<file path="src/rtl/crp_pkg.sv">
package crp_pkg;

  // operation codes
  localparam logic [1:0] OP_BEGIN = 2'd0;
  localparam logic [1:0] OP_DATA  = 2'd1;
  localparam logic [1:0] OP_HEAD  = 2'd2;
  localparam logic [1:0] OP_READ  = 2'd3;

  // result status codes
  localparam logic [3:0] ST_ACCEPTED = 4'd0;
  localparam logic [3:0] ST_DISABLED = 4'd1;
  localparam logic [3:0] ST_ZERO     = 4'd2;
  localparam logic [3:0] ST_NOSPACE  = 4'd3;
  localparam logic [3:0] ST_BUSY     = 4'd4;
  localparam logic [3:0] ST_STORED   = 4'd5;
  localparam logic [3:0] ST_DONE     = 4'd6;
  localparam logic [3:0] ST_IGNORED  = 4'd7;
  localparam logic [3:0] ST_CAUGHT   = 4'd8;
  localparam logic [3:0] ST_PENDING  = 4'd9;
  localparam logic [3:0] ST_READ     = 4'd10;

  localparam int unsigned QWORD_BYTES = 8;
  localparam int unsigned WORD_BYTES  = 4;
  localparam logic [31:0] NOOP_WORD   = 32'd0;

  typedef struct packed {
    logic [1:0]  operation;
    logic [9:0]  word_count;
    logic [31:0] data_word;
    logic [11:0] head_position;
    logic [9:0]  read_index;
  } cmd_item_t;

  typedef struct packed {
    logic [3:0]  status;
    logic [11:0] tail_offset;
    logic [11:0] free_bytes;
    logic [31:0] read_word;
  } result_t;

  // controller to datapath
  typedef struct packed {
    logic accept;
    logic pad;
    logic read_out;
  } ctrl_t;

  // datapath to controller
  typedef struct packed {
    logic pad_needed;
    logic is_read;
  } dp_stat_t;

endpackage

</file>
<file path="src/rtl/crp_ctrl.sv">
module crp_ctrl
  import crp_pkg::*;
(
  input  logic     clk,
  input  logic     rst,
  input  logic     start,
  input  dp_stat_t dp_stat,
  output ctrl_t    ctrl,
  output logic     busy
);

  typedef enum logic [2:0] {
    S_IDLE = 3'b001,
    S_PAD  = 3'b010,
    S_READ = 3'b100
  } state_t;

  state_t state, state_next;

  always_comb begin
    state_next = state;
    unique case (state)
      S_IDLE: begin
        if (start) begin
          if (dp_stat.is_read) begin
            state_next = S_READ;
          end else if (dp_stat.pad_needed) begin
            state_next = S_PAD;
          end
        end
      end
      S_PAD:   state_next = S_IDLE;
      S_READ:  state_next = S_IDLE;
      default: state_next = S_IDLE;
    endcase
  end

  always_ff @(posedge clk) begin
    if (rst) begin
      state <= S_IDLE;
    end else begin
      state <= state_next;
    end
  end

  assign busy          = (state != S_IDLE);
  assign ctrl.accept   = (state == S_IDLE) && start;
  assign ctrl.pad      = (state == S_PAD);
  assign ctrl.read_out = (state == S_READ);

endmodule

</file>
<file path="config.mk">
export PLATFORM = sky130hd
export DESIGN_NAME = crp_ctrl
export DESIGN_NICKNAME = d
export VERILOG_FILES = /design/src/rtl/crp_pkg.sv /design/src/rtl/crp_ctrl.sv
export SDC_FILE = /design/constraint.sdc
export NUM_CORES = 1
export LEC_CHECK = 0
export BUFFER_PORTS_ARGS = -buffer_cell sky130_fd_sc_hd__buf_4
export CAP_MARGIN = 10
export CORE_AREA = 5 5 42 44
export CTS_BUF_LIST = sky130_fd_sc_hd__clkbuf_8
export CTS_CLUSTER_DIAMETER = 200
export DETAILED_ROUTE_END_ITERATION = 10
export DIE_AREA = 0 0 47 49
export PLACE_DENSITY = 0.3
export SKIP_LAST_GASP = 1
export SLEW_MARGIN = 15
export SYNTH_ARGS = -nofsm -noshare
export SYNTH_HDL_FRONTEND = slang
export SYNTH_SLANG_ARGS = --single-unit
</file>
<file path="constraint.sdc">
create_clock -name clk -period 2.5 [get_ports clk]
set_input_delay 0.75 -clock clk [delete_from_list [all_inputs] [get_ports clk]]
set_output_delay 0.75 -clock clk [all_outputs]
set_load 0.01 [all_outputs]
</file>
==> out/qor.txt, run 1 <==
Status: finished, final reports clean
Die Height: 49 microns
Syn avg cell area: 10.8 sq um
Max FFs per register: 3
Reg area: 60.1 sq um
M3 GR Usage: 0.0332
Clock root cell: clkbuf_8
Yosys top cell by area: dfxtp_1
Mapped Nets: 18
Num Clock Sinks: 3
Core Box Area: 1400 sq um
Antenna violations before repair: 0
Worst-path maximum fanout: 4
Power per cell area: 787 nW/um^2
Grt ovf: 0
N_diodes: 0
CTS Buffer Depth: 2
RSZ-0062 raised after global routing: no
Vias: 134
Reg clk slew, reported paths: 0.03 ns
Slew @ Worst Pin: 0.237 ns
Vias in the first global route: 147
First-pass GRT wire length: 641 microns
Inst Count DP: 37
Clock Latency Late Sink: 0.21 ns
Num CTS Buffers: 3
Die area: 2300 sq um
Max Slew Vio Count: 0
DRC violations left: 0
Hold crit path type: reg2reg
Final WL: 350 microns
Most frequent cells after synthesis: 3 x dfxtp_1, 3 x nor3b_1, 2 x nor2_1
I/O pin count: 9
GRT Util Overall: 0.0423
Initial Util: 0.100
Leakage: 0.000118 uW
Fraction of layout cells with a size suffix above 1: 0.480
Final Hold Violating Endpoints: 0
WP data arrival: 1.15 ns
Largest regs: state (3)
Vias per std cell: 3.27
# Max-Cap Violations: 0
Setup TNS Final: 0 ns
Area Overhead vs Synth: 89.3%
CTS H-tree depth: 1
Fill cells: 163
Critical Path Sink Type: primary output
Top Usage Layer GRT: met1
Cells taking the most area after synthesis: dfxtp_1 43%, nand4bb_4 20%, nor3b_1 16%
Row count: 14
Worst Clk Skew: 0.000667 ns
Final antenna-violating net count: 0
Buffer count from post-CTS setup fixing: 0
Final count of negative-setup-slack endpoints: 0
Ys flop type: dfxtp_1
Setup WS post-layout: 0.601 ns
Cts hold-fix bufs: 0
Req. time, crit path: 1.75 ns
Die Wd: 47 microns
Warning count from the yosys run: 0
Min Clock Period, post-route: 1.90 ns
Most flop-heavy register: state
Total Power: 209 uW
Period utilization: 0.760
Max transition margin: 0.839
1st-iter DRT viols: 0
TritonRoute pass-1 iters: 1
CP startpoint kind: input port
WS Path Type: in2out
Yosys reg bits: 3
Nets: 31
Pin count of the biggest net entering global routing: 5
Placer congestion estimate: 0.735
M1 GR Usage: 0.0529
Met2 usage: 0.0407
Synth unique cells: 8
Asr flop ratio synth: 0
Post-synth EDFFs: 0
Multi-input gate area: 76.3 sq um
Synth Cell Area: 140 sq um
Port Buf Inserts: 8
Setup WS pre-CTS: 0.586 ns
CTS tree: done
Post-cts resize count: 0
Yosys top cell area share: 0.429
VDD IR max: 0.000243 V
Final Instance Count excl. Fillers: 41
Fmax: 527 MHz
Seq/Total Area, Yosys: 0.429
Post-Syn Instances: 13
Wirelength per Cell: 8.54 microns
[per-stage QoR]
step / cell area (sq um) / hold WS (ns) / util
6_report: 265 / 0.568 / 0.189
5_1_grt: 265 / 0.612 / 0.189
4_1_cts: 265 / 0.572 / 0.189
3_5_place_dp: 220 / 0.567 / 0.157
3_3_place_gp: 220 / 0.564 / 0.157
2_1_floorplan: 140 / 0.529 / -
[layer usage]
metal,wire (microns),up-vias,share of wire
met2,116,9,0.33
met4,0,0,0
met5,0,-,0
li1,-,69,-
met3,63,0,0.18
met1,170,56,0.49
[layout by cell type (no fill, tap or decap), drive strengths merged]
| master | n |
|---|---|
| dfxtp | 3 |
| nor2 | 2 |
| clkbuf | 3 |
| nand4bb | 1 |
| nand2 | 1 |
| nor4b | 1 |
| or3 | 1 |
| nor3b | 3 |
| buf | 8 |
| inv | 2 |
[final timing paths]
kind,cells past startpoint,startpoint,slack [ns],endpoint
min reg2reg,2,state[0],0.57,state[2]
max reg2reg,2,state[1],1.47,state[0]
max,4,start,0.60,ctrl[2]
min,2,state[0],0.57,state[2]
[worst max-delay path: stages]
cell and delay, ns:
buf_4 0.09, nand4bb_4 0.12, inv_1 0.08, buf_4 0.11
[power breakdown]
part	leakage [uW]	internal [uW]	switching, uW
Clock	0.0000269	104	29.9
Combinational	0.0000663	13.5	7.99
Sequential	0.0000246	50.4	2.55
[final cells by class]
cell class                 count  area share
inverter                       1      0.0142
clock inverter                 1      0.0142
multi-input combinational      9       0.288
timing repair buffer           8       0.226
sequential                     3       0.226
clock buffer                   3       0.156
tap                           16      0.0755
[logic make-up (layout without fill, tap and decap cells)]
family	after synthesis	count (layout)	share of synthesized area
and+or+nand+nor	9	9	0.545
DFF	3	3	0.429
buffers and inverters	1	13	0.0268
Note: power is estimated with default switching activity, not from simulation.
==> inputs of run 2 (changes only) <==
==> constraint.sdc (replaced) <==
create_clock -name clk -period 1.79 [get_ports clk]
set_input_delay 0.537 -clock clk [delete_from_list [all_inputs] [get_ports clk]]
set_output_delay 0.537 -clock clk [all_outputs]
set_load 0.01 [all_outputs]
==> run 2 against run 1 <==
Net effect:
- count of clock-buffer cells in the layout unchanged
- total power increased by 41%
- register-to-register slack got worse by 0.73 ns
- highest routed layer unchanged
- combinational power increased by 41%
- non-clock buffer count unchanged
- sequential share of layout area unchanged
- utilization unchanged
- clock skew increased by 0.00066 ns
==> out/qor.txt, run 2 (synthesized netlist as in run 1, its figures left out) <==
I/O pin count: 9 (unchanged)
# Max-Cap Violations: 0 (unchanged)
Status: finished, final reports clean
Most flop-heavy register: state
Grt ovf: 0 (unchanged)
1st-iter DRT viols: 2 (+2)
Largest delay contributor family on the critical path: flip-flops
Die area: 2300 sq um (unchanged)
Area Overhead vs Synth: 89.3% (unchanged)
Port Buf Inserts: 8 (unchanged)
Multi-input gate area: 76.3 sq um (unchanged)
Final Hold Violating Endpoints: 0 (unchanged)
Final count of negative-setup-slack endpoints: 0 (unchanged)
GRT Util Overall: 0.0338 (-0.00846)
Fraction of layout cells with a size suffix above 1: 0.480 (unchanged)
WS Path Type: reg2out
CP startpoint kind: flop
Max transition margin: 0.838 (-0.00188)
Leading cell type in the layout, fill and taps excluded: buf_4
Min Clock Period, post-route: 1.52 ns
Pin count of the biggest net entering global routing: 5 (unchanged)
CTS H-tree depth: 1 (unchanged)
Worst-path maximum fanout: 4 (unchanged)
Crit-path max cell delay: 0.32 ns (+0.20 ns)
Initial Util: 0.100 (unchanged)
Reg area: 60.1 sq um (unchanged)
Slowest cell on the critical path: dfxtp_1
Clock root cell: clkbuf_8
Vias in the first global route: 124 (-16%)
Row count: 14 (unchanged)
Post-cts resize count: 0 (unchanged)
Final core area utilization: 0.189 (unchanged)
Fmax: 660 MHz
First-pass GRT wire length: 489 microns (-24%)
VDD IR max: 0.000340 V (+40%)
Die Wd: 47 microns (unchanged)
Cts hold-fix bufs: 0 (unchanged)
Leakage: 0.000118 uW (unchanged)
WP buf/inv: 2 (-1)
R2R Setup Slk: 0.74 ns (-0.73 ns)
Setup TNS Final: 0 ns (unchanged)
Reg clk slew, reported paths: 0.03 ns (about the same)
TritonRoute pass-1 iters: 4 (+3)
Critical Path Sink Type: primary output
Die Height: 49 microns (unchanged)
Most frequent cells in the layout: 8 x buf_4, 3 x nor3b_1, 3 x clkbuf_8, 3 x dfxtp_1
Core Box Area: 1400 sq um (unchanged)
N_diodes: 0 (unchanged)
WP data arrival: 0.98 ns (-0.17 ns)
Buffer count from post-CTS setup fixing: 0 (unchanged)
Max FFs per register: 3 (unchanged)
DRC violations left: 0 (unchanged)
Num Clock Sinks: 3 (unchanged)
Vias: 135 (+0.75%)
Worst Clk Skew: 0.00133 ns (+0.000658 ns)
Power per cell area: 1110 nW/um^2 (+41%)
Num CTS Buffers: 3 (unchanged)
Slew @ Worst Pin: 0.240 ns (+0.00278 ns)
RSZ-0062 raised after global routing: no
Final WL: 358 microns (+2.3%)
Vias per std cell: 3.29 (+0.75%)
Period utilization: 0.847
Wirelength per Cell: 8.73 microns (+2.3%)
Max Slew Vio Count: 0 (unchanged)
Clock Latency Late Sink: 0.21 ns (about the same)
Nets: 31 (unchanged)
Final antenna-violating net count: 0 (unchanged)
Req. time, crit path: 1.25 ns (-0.50 ns)
CTS tree: done
CTS Buffer Depth: 2 (unchanged)
Fill cells: 160 (-1.8%)
CP Cell Sequence: nand4bb_4 > inv_1 > buf_4
Antenna violations before repair: 0 (unchanged)
Largest regs: state (3)
Placer congestion estimate: 0.730 (-0.76%)
Hold crit path type: in2reg
-- run 2: routing by layer --
| layer | GRT usage | wire length, microns |
|---|---|---|
| met1 | 0.0352 | 168 |
| met2 | 0.0385 | 125 |
| met3 | 0.0332 | 64 |
| met4 | 0.0276 | 0 |
| met5 | 0 | 0 |
-- run 2: layout make-up --
cell class / count / area share
Multi-Input combinational cell: 9 / 0.288
Sequential cell: 3 / 0.226
Timing Repair Buffer: 8 / 0.226
Clock buffer: 3 / 0.156
Tap cell: 16 / 0.0755
Clock inverter: 1 / 0.0142
Inverter: 1 / 0.0142
-- run 2: stage by stage --
stage | instances | setup WS (ns) | power, uW | cell area, sq um | hold WS, ns
after floorplan | 13 | 0.509 | 87.8 | 140 | 0.529
after global placement | 37 | 0.316 | 105 | 220 | 0.563
after detailed placement | 37 | 0.302 | 106 | 220 | 0.576
after CTS | 41 | 0.259 | 300 | 265 | 0.500
after global routing | 41 | 0.214 | 305 | 265 | 0.509
final | 41 | 0.274 | 294 | 265 | 0.504
-- run 2: power breakdown --
group	internal [uW]	switching [uW]
clock network	146	43.5
logic	18.9	11.5
registers	70.3	3.54
total	235	58.5
-- run 2: path summary, 6_finish.rpt --
check,end,start,depth (start not counted)
setup reg to reg,state[0],state[1],2
hold reg to reg,state[2],state[0],2
hold / removal,state[2],rst,2
setup / recovery,ctrl[2],state[1],3
-- run 2: worst register-to-register path: stages, from the launching register on --
cell	delay, ns
dfxtp_1	0.32
nand4bb_4	0.25
or3_1	0.35
